==> src/design/gpd_pkg.sv <==
package gpd_pkg;

  // Configuration register indexes, in the order of the register map.
  typedef enum logic [2:0] {
    REG_KP_X     = 3'd0,
    REG_KD_X     = 3'd1,
    REG_KP_Y     = 3'd2,
    REG_KD_Y     = 3'd3,
    REG_DEADBAND = 3'd4,
    REG_CUTOFF_X = 3'd5,
    REG_CUTOFF_Y = 3'd6,
    REG_STEP_THR = 3'd7
  } gpd_reg_e;

  // Register reset values.
  localparam logic [15:0] KP_RESET       = 16'd1280;
  localparam logic [15:0] KD_RESET       = 16'd768;
  localparam logic [9:0]  DEADBAND_RESET = 10'd4;
  localparam logic [9:0]  CUTOFF_X_RESET = 10'd120;
  localparam logic [9:0]  CUTOFF_Y_RESET = 10'd100;
  localparam logic [15:0] STEP_THR_RESET = 16'd845;

  // Servo compare limits and reset value, stepper step limit.
  localparam logic [10:0] SERVO_MIN   = 11'd1420;
  localparam logic [10:0] SERVO_MAX   = 11'd1500;
  localparam logic [10:0] SERVO_RESET = 11'd1460;
  localparam logic [8:0]  STEP_LIMIT  = 9'd150;

  // Exact reciprocals: floor(n / d) == (n * RECIP) >> SHIFT over the operand range.
  // Proportional terms divide by 90 (X) and 80 (Y) with n < 2**26.
  localparam logic [26:0] RECIP_P_X = 27'd95443718;
  localparam logic [26:0] RECIP_P_Y = 27'd107374183;
  localparam int          P_SHIFT   = 33;
  localparam int          P_QW      = 20;
  // Derivative terms divide by 70 with n < 2**27.
  localparam logic [27:0] RECIP_D   = 28'd245426703;
  localparam int          D_SHIFT   = 34;
  localparam int          D_QW      = 21;

  // Load control for one pipeline register.
  typedef struct packed {
    logic adv;  // the register loads this cycle
    logic vld;  // the item being loaded is a real one
  } gpd_ctl_t;

  // Product magnitudes and signs of one axis.
  typedef struct packed {
    logic        p_neg;
    logic        d_neg;
    logic [25:0] p_mag;
    logic [26:0] d_mag;
  } gpd_prod_t;

  // Truncated quotient magnitudes and signs of one axis.
  typedef struct packed {
    logic             p_neg;
    logic             d_neg;
    logic [P_QW-1:0]  p_q;
    logic [D_QW-1:0]  d_q;
  } gpd_quot_t;

endpackage

==> src/design/gpd_axis_front.sv <==
module gpd_axis_front (
  input  logic                clk_i,
  input  logic                rst_ni,
  input  gpd_pkg::gpd_ctl_t   ctl_i,
  input  logic signed [15:0]  position_i,
  input  logic signed [15:0]  target_i,
  input  logic [15:0]         kp_i,
  input  logic [15:0]         kd_i,
  input  logic [9:0]          deadband_i,
  input  logic [9:0]          cutoff_i,
  output gpd_pkg::gpd_prod_t  prod_o
);
  import gpd_pkg::*;

  logic signed [16:0] err;
  logic [16:0]        err_mag;
  logic               qual;
  logic signed [10:0] err_s;
  logic signed [11:0] diff;
  logic [9:0]         e_mag;
  logic [10:0]        diff_mag;
  logic signed [11:0] last_q, last_d;
  gpd_prod_t          prod_d, prod_q;

  always_comb begin
    err     = {target_i[15], target_i} - {position_i[15], position_i};
    err_mag = err[16] ? 17'(-err) : 17'(err);
    qual    = (err_mag > {7'd0, deadband_i}) && (err_mag < {7'd0, cutoff_i});
    // Inside the window the error fits 11 bits signed.
    err_s    = err[10:0];
    diff     = {err_s[10], err_s} - last_q;
    e_mag    = err_s[10] ? 10'(-err_s) : err_s[9:0];
    diff_mag = diff[11] ? 11'(-diff) : diff[10:0];

    prod_d.p_neg = qual & err_s[10];
    prod_d.d_neg = qual & diff[11];
    prod_d.p_mag = qual ? 26'(kp_i) * 26'(e_mag) : '0;
    prod_d.d_mag = qual ? 27'(kd_i) * 27'(diff_mag) : '0;

    last_d = (ctl_i.adv && ctl_i.vld && qual) ? {err_s[10], err_s} : last_q;
  end

  always_ff @(posedge clk_i or negedge rst_ni) begin
    if (!rst_ni) begin
      last_q <= '0;
    end else begin
      last_q <= last_d;
    end
  end

  always_ff @(posedge clk_i) begin
    if (ctl_i.adv) begin
      prod_q <= prod_d;
    end
  end

  assign prod_o = prod_q;

`ifndef SYNTHESIS
  // The stored error only ever takes values from inside the cutoff window.
  a_last_range: assert property (@(posedge clk_i) disable iff (!rst_ni)
    (last_q <= 12'sd1022) && (last_q >= -12'sd1022))
    else $error("last error left the cutoff window");
`endif

endmodule

==> config.mk <==
export PLATFORM = sky130hd
export DESIGN_NAME = gpd_axis_front
export DESIGN_NICKNAME = d
export VERILOG_FILES = /design/src/design/gpd_pkg.sv /design/src/design/gpd_axis_front.sv
export SDC_FILE = /design/constraint.sdc
export NUM_CORES = 1
export LEC_CHECK = 0
export ABC_CLOCK_PERIOD_IN_PS = 25500
export BUFFER_PORTS_ARGS = -buffer_cell sky130_fd_sc_hd__buf_2
export CORE_MARGIN = 1
export CORE_UTILIZATION = 40
export CTS_BUF_LIST = sky130_fd_sc_hd__clkbuf_16
export DETAILED_ROUTE_END_ITERATION = 10
export HOLD_SLACK_MARGIN = 0.08
export PLACE_DENSITY = 0.65
export SKIP_LAST_GASP = 1
export SYNTH_ARGS = -nofsm -noshare
export SYNTH_HDL_FRONTEND = slang
export SYNTH_SLANG_ARGS = --single-unit
==> constraint.sdc <==
create_clock -name clk_i -period 25.5 [get_ports clk_i]
set_input_delay 5.1 -clock clk_i [delete_from_list [all_inputs] [get_ports clk_i]]
set_output_delay 5.1 -clock clk_i [all_outputs]
set_load 0.1 [all_outputs]
[After elaboration in Yosys (flattened, before gate mapping)]
Cells that the tools add are included.
Storage, ports and cells
  register bits: 66
  input bits: 88
Operators by class
  add/subtract/negate cells: 5
  multiply operators: 2
  magnitude comparators: 2
  multiplexer cells: 3
  bitwise operators: 2
  reductions and logical operators: 3
Operator list (number)
  $mul 16x11->27: 1
  $mul 16x10->26: 1
  $gt 17x10->1: 1
  $lt 17x10->1: 1
  $mux 17: 1
  $neg 17->17: 1
  $sub 16x16->17: 1
  $sub 11x11->12: 1
  $mux 11: 1
  $neg 11->11: 1
  $mux 10: 1
  $neg 10->10: 1
  $logic_and 1x1->1: 3
  $and 1x1->1: 2

[Depth between registers and ports, before layout]
Gate-level depths: netlist of run 1.
  word-level depth: 6
  depth in mapped cells: 38
  mapped depth without buffers: 36

[Worst setup path after synthesis of run 1]
No wires, ideal clock.
  path type: input port to flip-flop
  start: input target_i[0]
  end: register prod_q, in the netlist prod_o[25], data pin
  library setup time: 0.265 ns
  arrival: 13.744 ns
  data required time: 25.235 ns
  slack: 11.491 ns
  cell stages on the path: 34
  path buffers: 1
  path through: inv_1 ha_1 fa_1 and2b_1 o22ai_2 xnor2_1 ha_1 o21ai_0 nor3b_1 nor2_1 or4_1 or2_2 o41ai_1 xnor2_1 clkbuf_1 nand2_1 fa_1 fa_1 fa_1 fa_1 fa_1 inv_1 ha_1 a21o_1 a21o_1 a21oi_1 inv_1 o211a_1 o21ai_0 a21oi_1 o2111ai_1 nand2_1 nor4_1 nor4_2
On the way
  word-level cells in the longest chain between the ends: 5
RTL lines
  from (decl): line gpd_axis_front.sv:6  | input logic signed [15:0] target_i,
  $sub 16x16->17 *: line gpd_axis_front.sv:26  | err = {target_i[15], target_i} - {position_i[15], position_i};
  net err[4]: line gpd_axis_front.sv:15  | logic signed [16:0] err;
  $sub 11x11->12 / $neg 17->17 (equally long branches): line gpd_axis_front.sv:31, gpd_axis_front.sv:27
  $neg 11->11 / $mux 17 (equally long branches): line gpd_axis_front.sv:33, gpd_axis_front.sv:27
  $mux 11 (tied with other cells): line gpd_axis_front.sv:33  | diff_mag = diff[11] ? 11'(-diff) : diff[10:0];
  $mul 16x11->27 / $logic_and 1x1->1 (equally long branches): line gpd_axis_front.sv:38, gpd_axis_front.sv:28
  to (signal assigned): line gpd_axis_front.sv:53  | prod_q <= prod_d;
  to (decl): line gpd_axis_front.sv:23  | gpd_prod_t prod_d, prod_q;
Mark *: on every way through the listed nets, which the timed path passes. The rest lies on a longest branch.
A chain may end at the register's enable or synchronous reset.

[Worst setup path after layout of run 1]
  start: input position_i[0]
  end: register prod_q, in the netlist prod_o[25], data pin
On the way
  word-level cells in the longest chain between the ends: 5
RTL lines
  from (decl): line gpd_axis_front.sv:5  | input logic signed [15:0] position_i,
  $sub 16x16->17 *: line gpd_axis_front.sv:26
  net err[4]: line gpd_axis_front.sv:15
  $sub 11x11->12 / $neg 17->17 (equally long branches): line gpd_axis_front.sv:31, gpd_axis_front.sv:27
  $neg 11->11 / $mux 17 (equally long branches): line gpd_axis_front.sv:33, gpd_axis_front.sv:27
  $mux 11 (tied with other cells): line gpd_axis_front.sv:33
  $mul 16x11->27 / $logic_and 1x1->1 (equally long branches): line gpd_axis_front.sv:38, gpd_axis_front.sv:28
Marked as above.

==> metrics.txt, run 1 <==
status=finished clean; Setup TNS=0 ps; most used cell, CP=fa_1; RSZ-0062 raised after global routing=no; GR Util met2=0.370; Antenna Cells=0; critical path capture point type=flop; Worst-path clk slew=about 60 ps; initial antenna violation count=0; syn avg cell area=8.92 um2; fin crit period=~15000 ps; CTS Root Cell=clkbuf_16; Worst Clk Skew=9.54 ps; Worst Hold Path Cells=1; CP max FO=16; critical path class=in -> reg; met1 Track Usage GR=0.274; Rel. slew slack=0.156; Nets=2356; Max stage delay on crit path=about 1000 ps; CTS max path bufs=2; Die W=200 um; Ports=143; total global-route track usage=0.209; Wirelength per Cell=16.5 um; placement row count=72; GR Util met3=0.0169; grt ovf=0; max-cap violation count=0; number of setup violations in the final report=0; unique cell type count in the Yosys netlist=81; CTS tree=yes; Worst-Margin Slew=1260 ps; cts bufs inserted=9; Worst Slack Setup Final=10280 ps; Post-synth EDFFs=55; synthesized instance count=1751; ys flop type=edfxtp_1; Fill cells=3850; Tightest Hold Check Type=reg -> reg; Starting Density=0.405; initial drt markers=between 500 and 600; dpl hpwl=32100 um; Setup Buffers After CTS=0; Hold-fix buffers, CTS=0; Num Clock Sinks=66; first-pass GRT wire length=65600 um; Post-Place Worst Slack=10000 ps; Final Hold Fails=0; syn nets=2250; R2R cell count=31; Area Overhead vs Synth=10.1%; Synth Cell Area=0.0156 mm2; IO Port Bufs=142; layout cells sized above 1=0.115; DR vias/cell=5.13; Synth warnings=0; Die ar.=0.0398 mm2; Core Region=between 0.03 and 0.04 mm2; CP top delay family=adder cells; PostCTS Resize Cnt=0; drt total wl=a little under 40000 um; Vias=approximately 12000; Slew Limit Fails=0; clock latency on the worst-skew pair=360 ps; sequential element share of the synthesized area=0.123; ANT nets after route=0; Critical Path Slowest Stage Cell=xor2_1; crit path launch type=primary input; critical path depth=33; H-Tree Depth=3; worst path required time=between 20000 and 30000 ps; drt first pass iters=5; Reg2Reg Setup Slack=15940 ps; vias in the first global route=~13000; GRT busiest layer=met2; largest net degree at the start of global routing=56; die height=200 um; DRC=0; routability cong.=roughly 0.89; Worst Path Arrival=15310 ps; #FFs+latches synth=66; maximum clock frequency=65.7 MHz; FFs w/ async S/R, synth=0.167; CP bufs+invs=3; Final period util=0.597
[layer usage]
layer | routed length, um | up-vias
li1 | - | 5760
met1 | 17900 | 6121
met2 | 19300 | 277
met3 | 1380 | 40
met4 | 573 | 0
met5 | 0 | -
[cell usage after synthesis (all sizes together) (4+ instances only)]
cell type	n	area share
a21boi	6	0.0029
a21o	34	0.016
a21oi	52	0.017
a31oi	4	0.0016
and2	74	0.030
and3	9	0.0036
buf	18	0.0062
clkbuf	48	0.012
dfrtp	11	0.018
edfxtp	55	0.11
fa	237	0.30
ha	174	0.14
inv	319	0.077
mux2	7	0.0050
mux2i	5	0.0032
nand2	194	0.047
nand2b	46	0.018
nand3	14	0.0048
nand4	10	0.0040
nand4b	4	0.0022
nor2	100	0.024
nor2b	95	0.038
nor3	17	0.0061
nor3b	11	0.0069
nor4	7	0.0042
o2111ai	4	0.0022
o211ai	5	0.0027
o21a	10	0.0048
o21ai	39	0.012
o21bai	6	0.0029
o311ai	5	0.0049
or2	5	0.0022
or3	6	0.0024
xnor2	39	0.022
xor2	34	0.019
[placed cells by master, fill, tap and decap left out, drive strengths merged, types with 10 or more instances in the layout]
master and n:
o21ai 39, xor2 34, and2 74, dfrtp 11, ha 174, nor3b 11
nand3 14, nand4 10, nor2 100, a21o 34, nor3 17, a21oi 52
buf 161, nand2 194, xnor2 39, inv 320, nor2b 95, o21a 10
edfxtp 55, nand2b 46, fa 237
[cell families after synthesis]
| group | Yosys count | synth area share |
|---|---|---|
| flops | 66 | 0.123 |
| compound gates | 203 | 0.0912 |
| mux | 12 | 0.00825 |
| buf+inv | 385 | 0.0944 |
| simple gates | 601 | 0.198 |
| xor+xnor | 73 | 0.0414 |
| fa+ha+maj | 411 | 0.443 |
[layout make-up]
class | count | area [um2] | area share
multi-input combinational | 1300 | 12300 | 0.713
sequential | 66 | 1930 | 0.112
inverter | 319 | 1200 | 0.0696
timing repair buffer | 161 | 853 | 0.0496
tap | 518 | 648 | 0.0377
clock buffer | 9 | 225 | 0.0131
clock inverter | 7 | 85.1 | 0.00495
[path summary, 6_finish.rpt]
check / from / endpoint
worst max-delay path: position_i[0] / prod_o[25]
worst min register to register: last_q[8] / last_q[8]
worst min-delay path: last_q[8] / last_q[8]
worst max register to register: last_q[1] / prod_o[25]
min in group asynchronous: rst_ni / last_q[0]
max in group asynchronous: rst_ni / last_q[5]
[through the flow]
stage | hold WS [ps] | instance area [um2] | utilization | instances
after floorplan | 458 | 15600 | - | 1751
after CTS | 488 | 17200 | 0.446 | 2380
after global routing | 504 | 17200 | 0.446 | 2380
after global placement | 468 | 16900 | 0.438 | 2364
final | 483 | 17200 | 0.446 | 2380
after detailed placement | 475 | 16900 | 0.438 | 2364
[registers in the layout, indices dropped and copies added (netlist names)]
register and flops:
prod_o 55, last_q 11
Power of run 1 is left out: the tool's default activity adds up to more than one toggle a clock period on the data nets, which glitch-free logic cannot reach.
==> inputs of run 2 (changes only) <==
--- a/config.mk
+++ b/config.mk
@@ -5,7 +5,7 @@
 export SDC_FILE = /design/constraint.sdc
 export NUM_CORES = 1
 export LEC_CHECK = 0
-export ABC_CLOCK_PERIOD_IN_PS = 25500
+export ABC_CLOCK_PERIOD_IN_PS = 14200
 export BUFFER_PORTS_ARGS = -buffer_cell sky130_fd_sc_hd__buf_2
 export CORE_MARGIN = 1
 export CORE_UTILIZATION = 40
==> constraint.sdc (replaced) <==
create_clock -name clk_i -period 14.2 [get_ports clk_i]
set_input_delay 2.84 -clock clk_i [delete_from_list [all_inputs] [get_ports clk_i]]
set_output_delay 2.84 -clock clk_i [all_outputs]
set_load 0.1 [all_outputs]
==> run 2 against run 1 <==
Die area did not move. Critical path type unchanged. Critical endpoint unchanged. Via count is 0.16% higher. Sequential cell count is the same. Non-clock buffer count grew 1. First-iteration DRC count increased by 5.3%. Largest cell class unchanged. Critical path depth rose by 1. Clock skew down 0.67 ps. Highest routed layer unchanged.
==> metrics.txt, run 2 (synthesis gave the netlist of run 1 again) <==
Die W=200 um (unchanged); Wirelength per Cell=16.0 um (-3.0%); Worst-Margin Slew=1070 ps (-192 ps); Core Region=0.0386 mm2 (unchanged); Worst Path Arrival=12650 ps (-2660 ps); max-cap violation count=0 (unchanged); Fill cells=3863 (+0.34%); Ports=143 (unchanged); grt ovf=0 (unchanged); drt first pass iters=5 (unchanged); status=finished clean; first-pass GRT wire length=64500 um (-1.7%); Max stage delay on crit path=640 ps (-370 ps); commonest cells after routing, fill and taps aside=inv_1 (319), fa_1 (237), nand2_1 (194); DR vias/cell=5.13 (+0.11%); dpl hpwl=31500 um (-1.9%); maximum clock frequency=79.5 MHz; Worst Slack Setup Final=1620 ps (-8660 ps); Critical Path Slowest Stage Cell=xnor2_1; RSZ-0062 raised after global routing=no; placement row count=72 (unchanged); CP max FO=12 (-4); Rel. slew slack=0.279 (+0.123); Num Clock Sinks=66 (unchanged); Final Hold Fails=0 (unchanged); DRC=0 (unchanged); largest net degree at the start of global routing=49 (-13%); Starting Density=0.405 (unchanged); critical path capture point type=flop; crit path launch type=primary input; vias in the first global route=13151 (+0.32%); CTS max path bufs=2 (unchanged); cts bufs inserted=9 (unchanged); Hold-fix buffers, CTS=0 (unchanged); Nets=2357 (+0.042%); most used cell, CP=fa_1; number of setup violations in the final report=0 (unchanged); initial antenna violation count=0 (unchanged); most common cell after layout, fill and taps aside=inv_1; Setup TNS=0 ps (unchanged); drt total wl=38000 um (-3.0%); ANT nets after route=0 (unchanged); Area Overhead vs Synth=9.92%; Die ar.=0.0398 mm2 (unchanged); Vias=12217 (+0.16%); Slew Limit Fails=0 (unchanged); layout cells sized above 1=0.113 (-0.00167); Post-Place Worst Slack=1380 ps (-8620 ps); die height=200 um (unchanged); post-layout util=0.445 (-0.000811); total global-route track usage=0.204 (-0.00486); clock latency on the worst-skew pair=350 ps (about the same); Worst Clk Skew=8.86 ps (-0.671 ps); worst path required time=14270 ps (-11320 ps); Setup Buffers After CTS=0 (unchanged); CTS Root Cell=clkbuf_16; Tightest Hold Check Type=reg -> reg; Final period util=0.886; PostCTS Resize Cnt=0 (unchanged); Worst-path clk slew=50 ps (about the same); Antenna Cells=0 (unchanged); H-Tree Depth=3 (unchanged); CTS tree=yes; critical path class=in -> reg; IO Port Bufs=142 (unchanged); routability cong.=0.894 (+0.52%); max reg flops=55 (unchanged); fin crit period=roughly 13000 ps; initial drt markers=574 (+5.3%)
-- run 2: worst max-delay path: cells and delay by family --
family	cells	cell delay (ps)
compound gates	14	3250
xor+xnor	2	1090
fa+ha+maj	9	3970
buf+inv	4	480
simple gates	5	1030
-- run 2: routing by layer --
metal  GRT usage  vias up  share of wire
met5           0        -              0
met4      0.0537        0          0.017
met3      0.0267       55          0.050
met2       0.355      284           0.49
met1       0.265     6121           0.44
li1            -     5757              -
-- run 2: worst paths after layout --
check                              start    endpoint  slack, ps  cells after the start
setup reg to reg               last_q[1]  prod_o[25]       5020                     32
min in group asynchronous         rst_ni   last_q[9]       2360                      1
hold reg to reg                last_q[8]   last_q[8]        490                      1
hold / removal                 last_q[8]   last_q[8]        490                      1
setup / recovery           position_i[0]  prod_o[25]       1620                     34
max in group asynchronous         rst_ni   last_q[8]      11620                      1
-- run 2: final cells by class --
type / count / area, um2 / share of cell area
clock buffers: 9 / 225 / 0.0131
repair buffers: 162 / 861 / 0.0501
multi-input cells: 1300 / 12300 / 0.714
well taps: 518 / 648 / 0.0378
flip-flops and latches: 66 / 1930 / 0.112
inverters: 319 / 1200 / 0.0697
clock inverters: 7 / 53.8 / 0.00313
-- run 2: metrics by stage --
| step | hold WS, ps | std cells | instance area [um2] |
|---|---|---|---|
| after floorplan | 458 | 1751 | 15600 |
| after global placement | 468 | 2365 | 16900 |
| after detailed placement | 479 | 2365 | 16900 |
| after CTS | 492 | 2381 | 17200 |
| after global routing | 512 | 2381 | 17200 |
| final | 491 | 2381 | 17200 |
Power of run 2 is left out for the same reason.
==> inputs of run 3 (changes only) <==
--- a/config.mk
+++ b/config.mk
@@ -7,6 +7,7 @@
 export LEC_CHECK = 0
 export ABC_CLOCK_PERIOD_IN_PS = 14200
 export BUFFER_PORTS_ARGS = -buffer_cell sky130_fd_sc_hd__buf_2
+export CORE_ASPECT_RATIO = 0.5
 export CORE_MARGIN = 1
 export CORE_UTILIZATION = 40
 export CTS_BUF_LIST = sky130_fd_sc_hd__clkbuf_16
==> run 3 against run 2 <==
Count of clock-buffer cells in the layout is the same. Core utilization grew 0.81 points. Sequential share of layout area is essentially flat. Clock skew shrank 0.52 ps. Cell area grew 0.12%. Register-to-register slack is essentially flat. Via count shrank 1.7%. Critical path depth grew 2.
==> metrics.txt, run 3 (synthesis gave the netlist of run 1 again) <==
Ports=143 (unchanged); initial antenna violation count=4 (+4); Placed Cells=2369 (+0.17%); CP top delay family=adder cells; Final Hold Fails=0 (unchanged); dpl hpwl=29900 um (-5.2%); grt ovf=0 (unchanged); fin crit period=12390 ps (-186 ps); CTS max path bufs=2 (unchanged); Tightest Hold Check Type=reg -> reg; Die W=281 um (+41%); PostCTS Resize Cnt=0 (unchanged); worst path required time=14390 ps (+120 ps); Die ar.=0.0399 mm2 (+0.12%); Wirelength per Cell=15.1 um (-5.2%); CP bufs+invs=6 (+2); Setup TNS=0 ps (unchanged); clock latency on the worst-skew pair=350 ps (about the same); Slew Limit Fails=0 (unchanged); CP max FO=12 (unchanged); largest net degree at the start of global routing=57 (+16%); total global-route track usage=0.194 (-0.0104); vias in the first global route=12781 (-2.8%); Worst Hold Path Cells=1 (unchanged); Area Overhead vs Synth=10.0%; Final period util=0.873 (-0.0131); drt total wl=36100 um (-4.9%); Hold-fix buffers, CTS=0 (unchanged); status=finished clean; Nets=2359 (+0.085%); hold_sp=last_q[6]; critical path class=in -> reg; maximum clock frequency=80.7 MHz (+1.5%); H-Tree Depth=3 (unchanged); DRC=0 (unchanged); max-cap violation count=0 (unchanged); Starting Density=0.412 (+0.00690); most used cell, CP=fa_1; Worst Clk Skew=8.34 ps (-0.523 ps); commonest cells after routing, fill and taps aside=inv_1 (317), fa_1 (237), nand2_1 (194); CTS tree=yes; FF-to-FF Start=last_q[1]; Max stage delay on crit path=690 ps (+50 ps); Critical Path Slowest Stage Cell=a31oi_1; Fill cells=3770 (-2.4%); Worst Path Arrival=12580 ps (-70 ps); R2R cell count=33 (+3.1%); IO Port Bufs=142 (unchanged); final hold slack=485 ps (-5.63 ps); DR vias/cell=5.03 (-2.0%); post-layout util=0.453 (+0.00811); first-pass GRT wire length=62300 um (-3.5%); RSZ-0062 raised after global routing=no; Core Region=0.0379 mm2 (-1.7%); crit path launch type=primary input; critical path capture point type=flop; CTS Root Cell=clkbuf_16; Vias=12008 (-1.7%); placement row count=50 (-31%); Reg2Reg Setup Slack=5030 ps (about the same); WHS Endpoint=last_q[6]; initial drt markers=484 (-16%); most common cell after layout, fill and taps aside=inv_1; Rel. slew slack=0.181 (-0.0978); FF-to-FF End=prod_o[26]; Worst-Margin Slew=1220 ps (+154 ps); ANT nets after route=0 (unchanged); number of setup violations in the final report=0 (unchanged); max reg flops=55 (unchanged); routability cong.=0.879 (-1.7%); cts bufs inserted=9 (unchanged); Setup Buffers After CTS=0 (unchanged); die height=142 um (-29%); drt first pass iters=5 (unchanged); Worst-path clk slew=60 ps (about the same); Final Non-Filler Cells=2388 (+0.29%); Num Clock Sinks=66 (unchanged); layout cells sized above 1=0.115 (+0.00149)
-- run 3: changes by cell type in the layout (fill, tap and decap cells not counted), moves of 3 or more --
cell | before | now
clkinv_1 | 3 | 0
xnor2_2 | 6 | 2
xnor2_1 | 33 | 37
diode_2 | 0 | 3
-- run 3: layout make-up --
| type | count | area, um2 | share of cell area |
|---|---|---|---|
| inverters | 319 | 1200 | 0.0697 |
| multi-input cells | 1300 | 12200 | 0.711 |
| repair buffers | 164 | 876 | 0.0510 |
| clock buffers | 9 | 225 | 0.0131 |
| flip-flops and latches | 66 | 1930 | 0.112 |
| clock inverters | 7 | 78.8 | 0.00459 |
| well taps | 520 | 651 | 0.0379 |
| diodes | 3 | 7.51 | 0.000437 |
-- run 3: worst reg2reg max path: cells and delay by family (launching register included) --
family | cells | cell delay, ps
AOI/OAI and AO/OA | 16 | 3950
xor gates and xnor gates | 1 | 310
adders and majority gates | 7 | 3170
buffers and inverters | 5 | 470
DFF | 1 | 370
and+or+nand+nor | 4 | 710
-- run 3: through the flow --
stage | area (um2) | setup slack (ps)
floorplan | 15600 | 2450
global placement | 16900 | 1730
detailed placement | 16900 | 1450
CTS | 17200 | 1810
global route | 17200 | 913
finish | 17200 | 1810
-- run 3: worst max path at each step --
stage                             start         end  slack (ps)  cells after the start
after CTS                 position_i[0]  prod_o[26]        1810                     35
after global routing        target_i[0]  prod_o[25]         910                     36
after detailed placement  position_i[0]  prod_o[26]        1450                     35
final                     position_i[0]  prod_o[26]        1810                     36
after floorplan             target_i[0]  prod_o[25]        2450                     34
after global placement    position_i[0]  prod_o[26]        1730                     35
-- run 3: layer usage --
metal  GRT usage  wire length, um  up-vias
met5           0               13        -
met4      0.0452              449        2
met3      0.0194             1010       34
met2       0.356            18500      176
met1       0.245            16200     6031
li1            -                -     5765
Power of run 3 is left out for the same reason.
